## src/rtl/core/plvs_pkg.sv

```systemverilog
// shared types and constants for the point light vertex shade core
// no dependencies
`default_nettype none

package plvs_pkg;

    localparam int INTENSITY_FRAC_BITS = 8;
    localparam int ROOT_W = 17;
    localparam int D2_W = 2 * ROOT_W;
    localparam int QUOT_W = 8;
    localparam int PROD_W = 32;
    localparam int PART_W = PROD_W - INTENSITY_FRAC_BITS;
    localparam logic [8:0] INTENSITY_ONE = 9'(1 << INTENSITY_FRAC_BITS);
    localparam logic [8:0] CHAN_MAX = 9'd255;

    typedef enum logic [2:0] {
        REG_LIGHT_X      = 3'd0,
        REG_LIGHT_Y      = 3'd1,
        REG_INNER_RADIUS = 3'd2,
        REG_OUTER_RADIUS = 3'd3,
        REG_LIGHT_RED    = 3'd4,
        REG_LIGHT_GREEN  = 3'd5,
        REG_LIGHT_BLUE   = 3'd6,
        REG_INTENSITY    = 3'd7
    } cfg_reg_t;

    typedef struct packed {
        logic        outer;
        logic        full;
        logic [31:0] color;
    } side_t;

endpackage

`default_nettype wire

```

## src/rtl/core/plvs_isqrt.sv

```systemverilog
// pipelined integer square root, one root bit per stage
// depends on plvs_pkg
`default_nettype none

module plvs_isqrt
(
    input  wire logic                            clk,
    input  wire logic                            rst_n,
    input  wire logic                            ce,
    input  wire logic                            in_valid,
    input  wire logic [plvs_pkg::D2_W-1:0]       in_d2,
    input  wire plvs_pkg::side_t                 in_side,
    output logic                                 out_valid,
    output logic [plvs_pkg::ROOT_W-1:0]          out_root,
    output plvs_pkg::side_t                      out_side
);

    localparam int N = plvs_pkg::ROOT_W;
    localparam int REM_W = N + 2;

    logic                 valid_reg [0:N-1];
    logic [REM_W-1:0]     rem_reg   [0:N-1];
    logic [N-1:0]         root_reg  [0:N-1];
    logic [plvs_pkg::D2_W-1:0] rad_reg [0:N-1];
    plvs_pkg::side_t      side_reg  [0:N-1];

    genvar k;
    generate
        for (k = 0; k < N; k++)
        begin : g_stage
            logic                      prev_valid;
            logic [REM_W-1:0]          prev_rem;
            logic [N-1:0]              prev_root;
            logic [plvs_pkg::D2_W-1:0] prev_rad;
            plvs_pkg::side_t           prev_side;
            logic [REM_W+1:0]          rem_shift;
            logic [REM_W+1:0]          trial;
            logic                      take;
            logic [REM_W-1:0]          rem_next;
            logic [N-1:0]              root_next;

            if (k == 0)
            begin : g_first
                assign prev_valid = in_valid;
                assign prev_rem   = '0;
                assign prev_root  = '0;
                assign prev_rad   = in_d2;
                assign prev_side  = in_side;
            end
            else
            begin : g_next
                assign prev_valid = valid_reg[k-1];
                assign prev_rem   = rem_reg[k-1];
                assign prev_root  = root_reg[k-1];
                assign prev_rad   = rad_reg[k-1];
                assign prev_side  = side_reg[k-1];
            end

            always_comb
            begin
                rem_shift = {prev_rem, prev_rad[plvs_pkg::D2_W-1 -: 2]};
                trial     = {2'b00, prev_root, 2'b01};
                take      = (rem_shift >= trial);
                rem_next  = take ? REM_W'(rem_shift - trial) : REM_W'(rem_shift);
                root_next = {prev_root[N-2:0], take};
            end

            always_ff @(posedge clk or negedge rst_n)
            begin
                if (!rst_n)
                begin
                    valid_reg[k] <= 1'b0;
                end
                else if (ce)
                begin
                    valid_reg[k] <= prev_valid;
                end
            end

            always_ff @(posedge clk)
            begin
                if (ce)
                begin
                    rem_reg[k]  <= rem_next;
                    root_reg[k] <= root_next;
                    rad_reg[k]  <= {prev_rad[plvs_pkg::D2_W-3:0], 2'b00};
                    side_reg[k] <= prev_side;
                end
            end
        end
    endgenerate

    assign out_valid = valid_reg[N-1];
    assign out_root  = root_reg[N-1];
    assign out_side  = side_reg[N-1];

endmodule

`default_nettype wire

```

## config.mk

```make
export PLATFORM = sky130hd
export DESIGN_NAME = plvs_isqrt
export DESIGN_NICKNAME = d
export VERILOG_FILES = /design/src/rtl/core/plvs_pkg.sv /design/src/rtl/core/plvs_isqrt.sv
export SDC_FILE = /design/constraint.sdc
export NUM_CORES = 1
export LEC_CHECK = 0
export BUFFER_PORTS_ARGS = -buffer_cell sky130_fd_sc_hd__buf_2
export CAP_MARGIN = 20
export CORE_ASPECT_RATIO = 1.25
export CORE_MARGIN = 10
export CORE_UTILIZATION = 60
export DETAILED_ROUTE_END_ITERATION = 8
export PLACE_DENSITY = 0.74
export SLEW_MARGIN = 0
export SYNTH_ARGS = -nofsm -noshare
export SYNTH_HDL_FRONTEND = slang
export SYNTH_SLANG_ARGS = --single-unit
export TNS_END_PERCENT = 30
```

## constraint.sdc

```tcl
create_clock -name clk -period 3.05 [get_ports clk]
set_input_delay 0.305 -clock clk [delete_from_list [all_inputs] [get_ports clk]]
set_output_delay 0.305 -clock clk [all_outputs]
set_load 0.01 [all_outputs]
```

==> qor.csv, run 1 <==
metric,value,unit
outcome,"complete, no violations",
CTS clock-pin slew for the worst setup and hold paths,0.07,ns
Mapped Avg Cell Area,16.7,um2
Synth Warn #,0,
final core occ,69.1,%
Critical Path Start Type,flip-flop,
Root Driver,clkbuf_16,
core box area,84100,um2
share of the synthesized area in the top cell type,76.1,%
setup violators final,0,
largest net degree at the start of global routing,105,
Bufs on Longest Clock Path,3,
multi-input logic area,10900,um2
num rows,119,
Leak,21.6,nW
pre-CTS WS,0.118,ns
sequential standard cell area,39000,um2
CP Launch Point,rem_reg[0][272],
ANT nets after route,0,
DRC errors left,0,
Worst Setup End Kind,flip-flop,
I/O pins,124,
1st-iter DRT viols,1750,
critical path type,flip-flop to flip-flop,
Synth top cells by count,"edfxtp_1, inv_1, ha_1, nor2_1, a21oi_1",
critical-path maximum fanout,13,
"count leader, synth",edfxtp_1,
Crit path arrival time,3.33,ns
RSZ-0062 raised after global routing,no,
Worst Path Required,3.50,ns
maximum clock rate,347,MHz
top_reg_cell synth,edfxtp_1,
"Seq/Total Area, Yosys",76.9,%
Post-synth ARST share,1.31,%
routed len/inst,18.9,um
layout overhead on the synthesized area,14.6,%
die height,345,um
"setup slack, reg-to-reg",0.17,ns
reg2reg path depth,9,
Mapped Cells,3042,
#FFs+latches synth,1302,
number of I/O port buffers,123,
Initial Utilization,60.3,%
ranking of synthesized cells by area,"edfxtp_1, ha_1, xnor2_1",
reg-to-reg startpoint,rem_reg[0][272],
drt pass-1 iters,5,
post-detailed-placement half-perimeter wirelength,55600,um
crit path time final,2.88,ns
clock latency on the worst-skew pair,0.69,ns
CTS buffer count,118,
"EDFF count, synth",1285,
layout cells sized above 1,13.8,%
Yosys top cell by area,edfxtp_1,
Post-CTS Setup Inserts,0,
Die Wd,280,um
synthesized area,50700,um2
maximum VDD drop,0.725,mV
Final nets,3647,
Final Skew,0.0469,ns
Worst slew margin,50.8,%
first-pass GRT wire length,140000,um
Min-Delay Path Class,input pin to asynchronous set/reset pin,
R2R Path End,rem_reg[0][290],
post-synth cell types,88,
PD cells,716,nW/um2
total of max-cap violations,0,
total power draw,0.0416,W
fill count,5320,
Via density,5.58,
Tcrit/Tclk final,94.4,%
gr usage total,18.0,%
initial antenna violation count,0,
via count,25600,
post-synth net total,3285,
Final Hold Fails,0,
gr ovfl total,0,
Routed Wire Length,87000,um
CTS tree,done,
vias in the first global route,26900,
number of flip-flops under the largest register name,578,
# diodes,0,
Worst Tran Pin Value,0.728,ns
Worst Slack Setup Final,0.172,ns
GPL Wtd Cong,0.885,
die area,96700,um2
H-Tree Depth,3,
Setup TNS,0,ns
final max-slew violation count,0,
Num Clock Sinks,1302,
-- repair_timing --
action	CTS	global route
setup endpoints to repair	0	36
resized for setup	0	7
hold buffers	71	0
endpoints found under the hold margin	87	0
-- critical path, cell delays in order (launching register included) --
cell and delay [ns]:
edfxtp_1 0.40, ha_1 0.36, a21o_1 0.21, nor3b_1 0.15, a2111oi_2 0.43, o211ai_1 0.13, a21oi_1 0.20, and2_1 0.23
buf_12 0.17, mux2_2 0.35
-- area by class of cell --
class / count / share of cell area (%)
clock buffers: 145 / 5.41
repair buffers: 272 / 3.79
multi-input cells: 1510 / 18.7
inverters: 200 / 1.29
flip-flops and latches: 1302 / 67.1
well taps: 1089 / 2.34
clock inverters: 76 / 1.38
-- cell usage in the layout, fill, tap and decap left out, drive strengths merged, types with 8 or more instances in the layout --
cell type    Yosys  layout
edfxtp        1285    1285
inv            200     201
buf             17     201
nor2           171     171
ha             171     171
clkbuf          13     145
a21oi          144     144
nand2          137     137
xnor2          134     134
o21ai           94      94
xor2            83      83
dlygate4sd3      0      71
mux2            71      71
clkinv           0      56
nor3            49      49
a21o            43      43
nand3           43      43
nand2b          32      32
nor4            27      27
o21a            26      26
nand4           25      25
or4             21      21
nor2b           21      21
or3             20      20
dfrtp           17      17
o211ai          16      16
a211oi          15      15
a31oi           14      14
bufinv           0      13
o31ai           11      11
mux2i           10      10
nand4b          10      10
and3             8       8
nor3b            8       8
nand3b           8       8
a2111oi          8       8
a21boi           8       8
-- metrics by stage --
stage | cell area (um2) | cells | hold WS (ns)
2_1_floorplan | 50700 | 3042 | 0.00941
3_3_place_gp | 53400 | 4302 | 0.227
3_5_place_dp | 53400 | 4302 | 0.240
4_1_cts | 58100 | 4594 | 0.00691
5_1_grt | 58100 | 4594 | 0.0456
6_report | 58100 | 4594 | 0.0543
-- metal layers --
metal | part of all wire, % | vias to the layer above | wire [um] | GRT usage, %
met1 | 38 | 12600 | 33300 | 20.3
li1 | - | 12300 | - | -
met5 | 0 | - | 0 | 0
met3 | 3.7 | 179 | 3230 | 2.68
met4 | 2.9 | 0 | 2520 | 6.87
met2 | 55 | 561 | 47900 | 33.8
-- worst max-delay path by stage --
stage	cells after the start	end	slack, ns
global route	9	rem_reg[0][292]	0.006
CTS	8	rem_reg[0][226]	0.06
detailed placement	8	rem_reg[0][221]	0.12
finish	9	rem_reg[0][290]	0.17
floorplan	10	rem_reg[0][296]	0.34
global placement	8	rem_reg[0][171]	0.16
-- cells by family after synthesis --
logic type,Yosys count,share of synthesized area [%]
XOR/XNOR,217,3.75
flip-flops,1302,76.9
buffers and inverters,230,1.81
adder cells (fa/ha/maj),171,4.22
other,1,0.00739
multiplexers,81,1.81
AND/OR/NAND/NOR,608,6.12
AO/OA/AOI/OAI,432,5.40
-- report_power, final --
part / switching (W) / total [W] / internal, W
Combinational: 0.00237 / 0.00431 / 0.00194
Sequential: 0.000863 / 0.0225 / 0.0216
Clock: 0.00637 / 0.0148 / 0.00846
Total: 0.00960 / 0.0416 / 0.0320
No activity file was read; power rests on OpenSTA's default activity.
==> inputs of run 2 (changes only) <==
--- a/config.mk
+++ b/config.mk
@@ -7,7 +7,7 @@
 export LEC_CHECK = 0
 export BUFFER_PORTS_ARGS = -buffer_cell sky130_fd_sc_hd__buf_2
 export CAP_MARGIN = 20
-export CORE_ASPECT_RATIO = 1.25
+export CORE_ASPECT_RATIO = 0.75
 export CORE_MARGIN = 10
 export CORE_UTILIZATION = 60
 export DETAILED_ROUTE_END_ITERATION = 8
==> qor.csv, run 2 (synthesized netlist as in run 1, its figures left out) <==
metric,value,unit,change
power share of the sequential group,54.4,%,+0.4 points
ANT nets after route,0,,unchanged
number of I/O port buffers,123,,unchanged
Bufs on Longest Clock Path,3,,unchanged
DRC errors left,0,,unchanged
Worst Tran Pin Value,0.703,ns,-0.0244 ns
die area,96700,um2,about the same
Final Hold Fails,0,,unchanged
RSZ-0062 raised after global routing,no,,
clock latency on the worst-skew pair,0.72,ns,+0.03 ns
worst hold slack,0.0319,ns,-0.0224 ns
highest routed metal layer,met4,,
core box area,83900,um2,-0.25%
crit path time final,2.87,ns,-0.00526 ns
Net Switching,0.00964,W,+0.40%
Setup TNS,0,ns,unchanged
Final nets,3624,,-0.63%
layout overhead on the synthesized area,13.9,%,
Worst slew margin,53.1,%,+2.3 points
Initial Utilization,60.5,%,+0.15 points
outcome,"complete, no violations",,
fill count,5316,,-0.075%
layout cells sized above 1,13.0,%,-0.77 points
PD cells,714,nW/um2,-0.20%
Worst Path Required,3.47,ns,-0.03 ns
Clock power frac,35.2,%,-0.4 points
maximum clock rate,348,MHz,+0.18%
setup violators final,0,,unchanged
routed len/inst,18.4,um,-2.7%
# diodes,0,,unchanged
Met1 Wirelength,37500,um,+12%
H-Tree Depth,3,,unchanged
Die Wd,356,um,+27%
Critical Path Start Type,flip-flop,,
Leak,21.4,nW,-0.88%
CTS tree,done,,
maximum VDD drop,0.561,mV,-23%
post-detailed-placement half-perimeter wirelength,54200,um,-2.5%
most frequent cells in the layout,"edfxtp_1, inv_1, nor2_1, ha_1, a21oi_1",,
I/O pins,124,,unchanged
CTS buffer count,115,,-2.5%
Root Driver,clkbuf_16,,
number of flip-flops under the largest register name,578,,unchanged
initial antenna violation count,3,,+3
vias in the first global route,25700,,-4.6%
total of max-cap violations,0,,unchanged
Int Power,0.0317,W,-1.1%
final core occ,68.9,%,-0.21 points
routed wl met3,4130,um,+28%
via count,25200,,-1.8%
Final Instance Count excl. Fillers,4609,,+0.33%
largest net degree at the start of global routing,114,,+8.6%
Crit path arrival time,3.29,ns,-0.04 ns
"commonest non-fill, non-tap cell in the layout",edfxtp_1,,
routed wl met2,41400,um,-14%
GPL Wtd Cong,0.916,,+3.5%
Worst Setup End Kind,flip-flop,,
gr ovfl total,0,,unchanged
CTS clock-pin slew for the worst setup and hold paths,0.07,ns,about the same
Net Sw Frac,23.3,%,+0.27 points
1st-iter DRT viols,1912,,+9.3%
Num Clock Sinks,1302,,unchanged
gr usage total,17.5,%,-0.58 points
Min-Delay Path Class,input pin to asynchronous set/reset pin,,
Routed Wire Length,84900,um,-2.4%
first-pass GRT wire length,136000,um,-2.5%
Via density,5.46,,-2.1%
placed insts,4320,,+0.42%
Tcrit/Tclk final,94.2,%,-0.17 points
die height,272,um,-21%
final max-slew violation count,0,,unchanged
critical-path maximum fanout,19,,+6
total power draw,0.0413,W,-0.76%
num rows,92,,-23%
Final Skew,0.0688,ns,+0.0219 ns
combinational power share,10.4,%,about the same
drt pass-1 iters,5,,unchanged
critical path type,flip-flop to flip-flop,,
==> run 2: changes by cell type in the layout (fill, tap and decap cells not counted), sizes merged <==
cell,previous run,this run
clkinvlp,6,3
dlygate4sd3,71,72
clkbuf,145,138
buf,201,180
clkinv,56,59
inv,201,204
==> run 2: final cells by class <==
class | instances | area (um2) | share of cell area (%)
timing repair buffer | 252 | 1980 | 3.42
inverter | 200 | 751 | 1.30
tap | 1128 | 1410 | 2.44
sequential | 1302 | 39000 | 67.5
clock inverter | 79 | 836 | 1.45
multi-input combinational | 1510 | 10800 | 18.7
clock buffer | 138 | 2990 | 5.16
==> run 2: final timing paths <==
path / start / end / slack, ns / cells past startpoint
max in group asynchronous: rst_n / g_stage[11].prev_valid / 2.74 / 2
setup reg to reg: root_reg[1][108] / rem_reg[0][295] / 0.18 / 10
hold / removal: rst_n / g_stage[3].prev_valid / 0.03 / 2
hold reg to reg: side_reg[0][213] / side_reg[0][247] / 0.41 / 0
min in group clk: in_d2[30] / rad_reg[0][30] / 0.29 / 2
setup / recovery: root_reg[1][108] / rem_reg[0][295] / 0.18 / 10
==> run 2: routing by layer <==
metal,vias up,global-route usage (%)
met5,-,0
met4,0,4.82
met3,136,3.38
met2,598,29.1
met1,12200,23.6
li1,12200,-
==> run 2: metrics by stage <==
stage | worst slack (ns) | area [um2]
floorplan | 0.343 | 50700
detailed placement | 0.161 | 53200
finish | 0.177 | 57800
global route | 0.00300 | 57800
CTS | 0.0848 | 57800
global placement | 0.251 | 53200
==> run 2: critical path: stages, from the launching register on <==
cell,delay (ns)
edfxtp_1,0.39
inv_1,0.08
ha_1,0.27
a21o_1,0.21
nor3b_1,0.16
a2111oi_2,0.37
o211ai_1,0.13
a21oi_1,0.22
and2_1,0.21
buf_12,0.19
mux2_2,0.35
==> run 2: repair_timing <==
action / 4_1_cts / 5_1_grt
resized for setup: 0 / 5
setup endpoints to repair: 0 / 17
hold endpoints to repair: 89 / 0
hold buffers: 72 / 0
buffers inserted: 0 / 0
==> run 2: power groups by stage <==
stage	Sequential (W)	Clock, W	Combinational, W
CTS	0.0225	0.0149	0.00426
global placement	0.0227	0	0.00401
global route	0.0226	0.0156	0.00477
finish	0.0225	0.0146	0.00428
floorplan	0.0225	0	0.00290
detailed placement	0.0228	0	0.00415
==> inputs of run 3 (changes only) <==
--- a/config.mk
+++ b/config.mk
@@ -12,6 +12,7 @@
 export CORE_UTILIZATION = 60
 export DETAILED_ROUTE_END_ITERATION = 8
 export PLACE_DENSITY = 0.74
+export SETUP_SLACK_MARGIN = 0.2
 export SLEW_MARGIN = 0
 export SYNTH_ARGS = -nofsm -noshare
 export SYNTH_HDL_FRONTEND = slang
==> qor.csv, run 3 (synthesized netlist as in run 1, its figures left out) <==
metric,value,unit,change
outcome,"complete, no violations",,
Leak,21.5,nW,+0.29%
Tcrit/Tclk final,90.7,%,-3.5 points
final max-slew violation count,0,,unchanged
Final nets,3632,,+0.22%
DRC errors left,0,,unchanged
Net Sw Frac,23.4,%,+0.032 points
vias in the first global route,25700,,+0.0039%
Num Clock Sinks,1302,,unchanged
initial antenna violation count,3,,unchanged
power share of the sequential group,54.3,%,about the same
placed insts,4320,,unchanged
H-Tree Depth,3,,unchanged
Worst Tran Pin Value,0.703,ns,-0.000695 ns
CP Launch Point,rem_reg[0][248],,
Int Power,0.0317,W,+0.16%
num rows,92,,unchanged
CTS clock-pin slew for the worst setup and hold paths,0.07,ns,about the same
Final Skew,0.0687,ns,-0.000150 ns
maximum clock rate,361,MHz,+3.8%
"commonest non-fill, non-tap cell in the layout",edfxtp_1,,
core box area,83900,um2,unchanged
clock latency on the worst-skew pair,0.72,ns,about the same
critical path type,flip-flop to flip-flop,,
"setup slack, reg-to-reg",0.28,ns,+0.11 ns
Setup TNS,0,ns,unchanged
reg2reg path depth,8,,-2
crit path time final,2.77,ns,-0.105 ns
1st-iter DRT viols,1963,,+2.7%
PD cells,713,nW/um2,-0.12%
GPL Wtd Cong,0.916,,unchanged
die area,96700,um2,unchanged
total of max-cap violations,0,,unchanged
R2R Path End,rem_reg[0][275],,
combinational power share,10.6,%,+0.2 points
Worst Setup End Kind,flip-flop,,
largest net degree at the start of global routing,114,,unchanged
Die Wd,356,um,unchanged
number of flip-flops under the largest register name,578,,unchanged
via count,25300,,+0.32%
reg-to-reg startpoint,rem_reg[0][248],,
CTS buffer count,115,,unchanged
first-pass GRT wire length,136000,um,about the same
number of I/O port buffers,123,,unchanged
layout cells sized above 1,13.8,%,+0.74 points
Via density,5.47,,+0.15%
critical-path maximum fanout,19,,unchanged
Initial Utilization,60.5,%,unchanged
# diodes,0,,unchanged
ANT nets after route,0,,unchanged
Final Instance Count excl. Fillers,4617,,+0.17%
Root Driver,clkbuf_16,,
Min-Delay Path Class,input pin to asynchronous set/reset pin,,
Crit path arrival time,3.23,ns,-0.06 ns
Routed Wire Length,85300,um,+0.58%
CTS tree,done,,
gr ovfl total,0,,unchanged
fill count,5297,,-0.36%
maximum VDD drop,0.561,mV,about the same
gr usage total,17.5,%,about the same
setup violators final,0,,unchanged
drt pass-1 iters,5,,unchanged
Worst slew margin,53.1,%,about the same
most frequent cells in the layout,"edfxtp_1, inv_1, nor2_1",,
post-detailed-placement half-perimeter wirelength,54200,um,unchanged
routed len/inst,18.5,um,+0.41%
Worst Path Required,3.51,ns,+0.04 ns
Critical Path Start Type,flip-flop,,
Clock power frac,35.2,%,about the same
RSZ-0062 raised after global routing,yes,,
Bufs on Longest Clock Path,3,,unchanged
Net Switching,0.00967,W,+0.34%
die height,272,um,unchanged
layout overhead on the synthesized area,14.3,%,
I/O pins,124,,unchanged
Final Hold Fails,0,,unchanged
[run 3: stage by stage]
step	hold WS [ns]	total power (W)	util, %	setup WS (ns)	area (um2)
5_1_grt	0.0536	0.0431	69.1	0.141	58000
6_report	0.0309	0.0414	69.1	0.282	58000
4_1_cts	0.0280	0.0416	68.9	0.190	57800
3_3_place_gp	0.234	0.0267	63.5	0.251	53200
3_5_place_dp	0.251	0.0270	63.5	0.161	53200
2_1_floorplan	0.00941	0.0254	-	0.343	50700
[run 3: layer usage]
metal | global-route usage, % | routed length, um | vias to the layer above
met2 | 29.1 | 41600 | 590
met4 | 4.82 | 1870 | 0
met3 | 3.38 | 3990 | 137
met5 | 0 | 0 | -
li1 | - | - | 12200
met1 | 23.6 | 37900 | 12300
[run 3: timing repair]
item / CTS / global route
hold buffers: 72 / 0
setup buffers: 0 / 6
cloned: 0 / 2
pin swaps: 1 / 9
endpoints found under the setup margin: 15 / 80
hold endpoints to repair: 89 / 0
resized for setup: 3 / 28
[run 3: final cells by class]
type	instances	area, um2	share of cell area (%)
Clock buffer	138	2990	5.15
Clock inverter	79	836	1.44
Inverter	200	751	1.29
Multi-Input combinational cell	1511	11000	18.9
Sequential cell	1302	39000	67.3
Tap cell	1128	1410	2.43
Timing Repair Buffer	259	2050	3.54
[run 3: worst max-delay path: stages (launching register included)]
cell      delay (ns)
edfxtp_1        0.40
ha_1            0.38
nand4b_1        0.14
or4_1           0.59
o21ai_0         0.27
a2111o_1        0.14
a21oi_2         0.05
buf_4           0.21
o31ai_1         0.34
[run 3: power groups by stage]
| stage | logic (W) | clock network (W) | registers (W) |
|---|---|---|---|
| finish | 0.00437 | 0.0145 | 0.0225 |
| global route | 0.00486 | 0.0156 | 0.0226 |
| CTS | 0.00426 | 0.0149 | 0.0225 |
| detailed placement | 0.00415 | 0 | 0.0228 |
| global placement | 0.00401 | 0 | 0.0227 |
| floorplan | 0.00290 | 0 | 0.0225 |
[run 3: worst max path at each step]
| stage | to | depth (start not counted) |
|---|---|---|
| after floorplan | rem_reg[0][296] | 10 |
| after global placement | rem_reg[0][175] | 6 |
| after detailed placement | rem_reg[0][175] | 6 |
| after CTS | rem_reg[0][130] | 8 |
| after global routing | rem_reg[0][278] | 9 |
| final | rem_reg[0][275] | 8 |
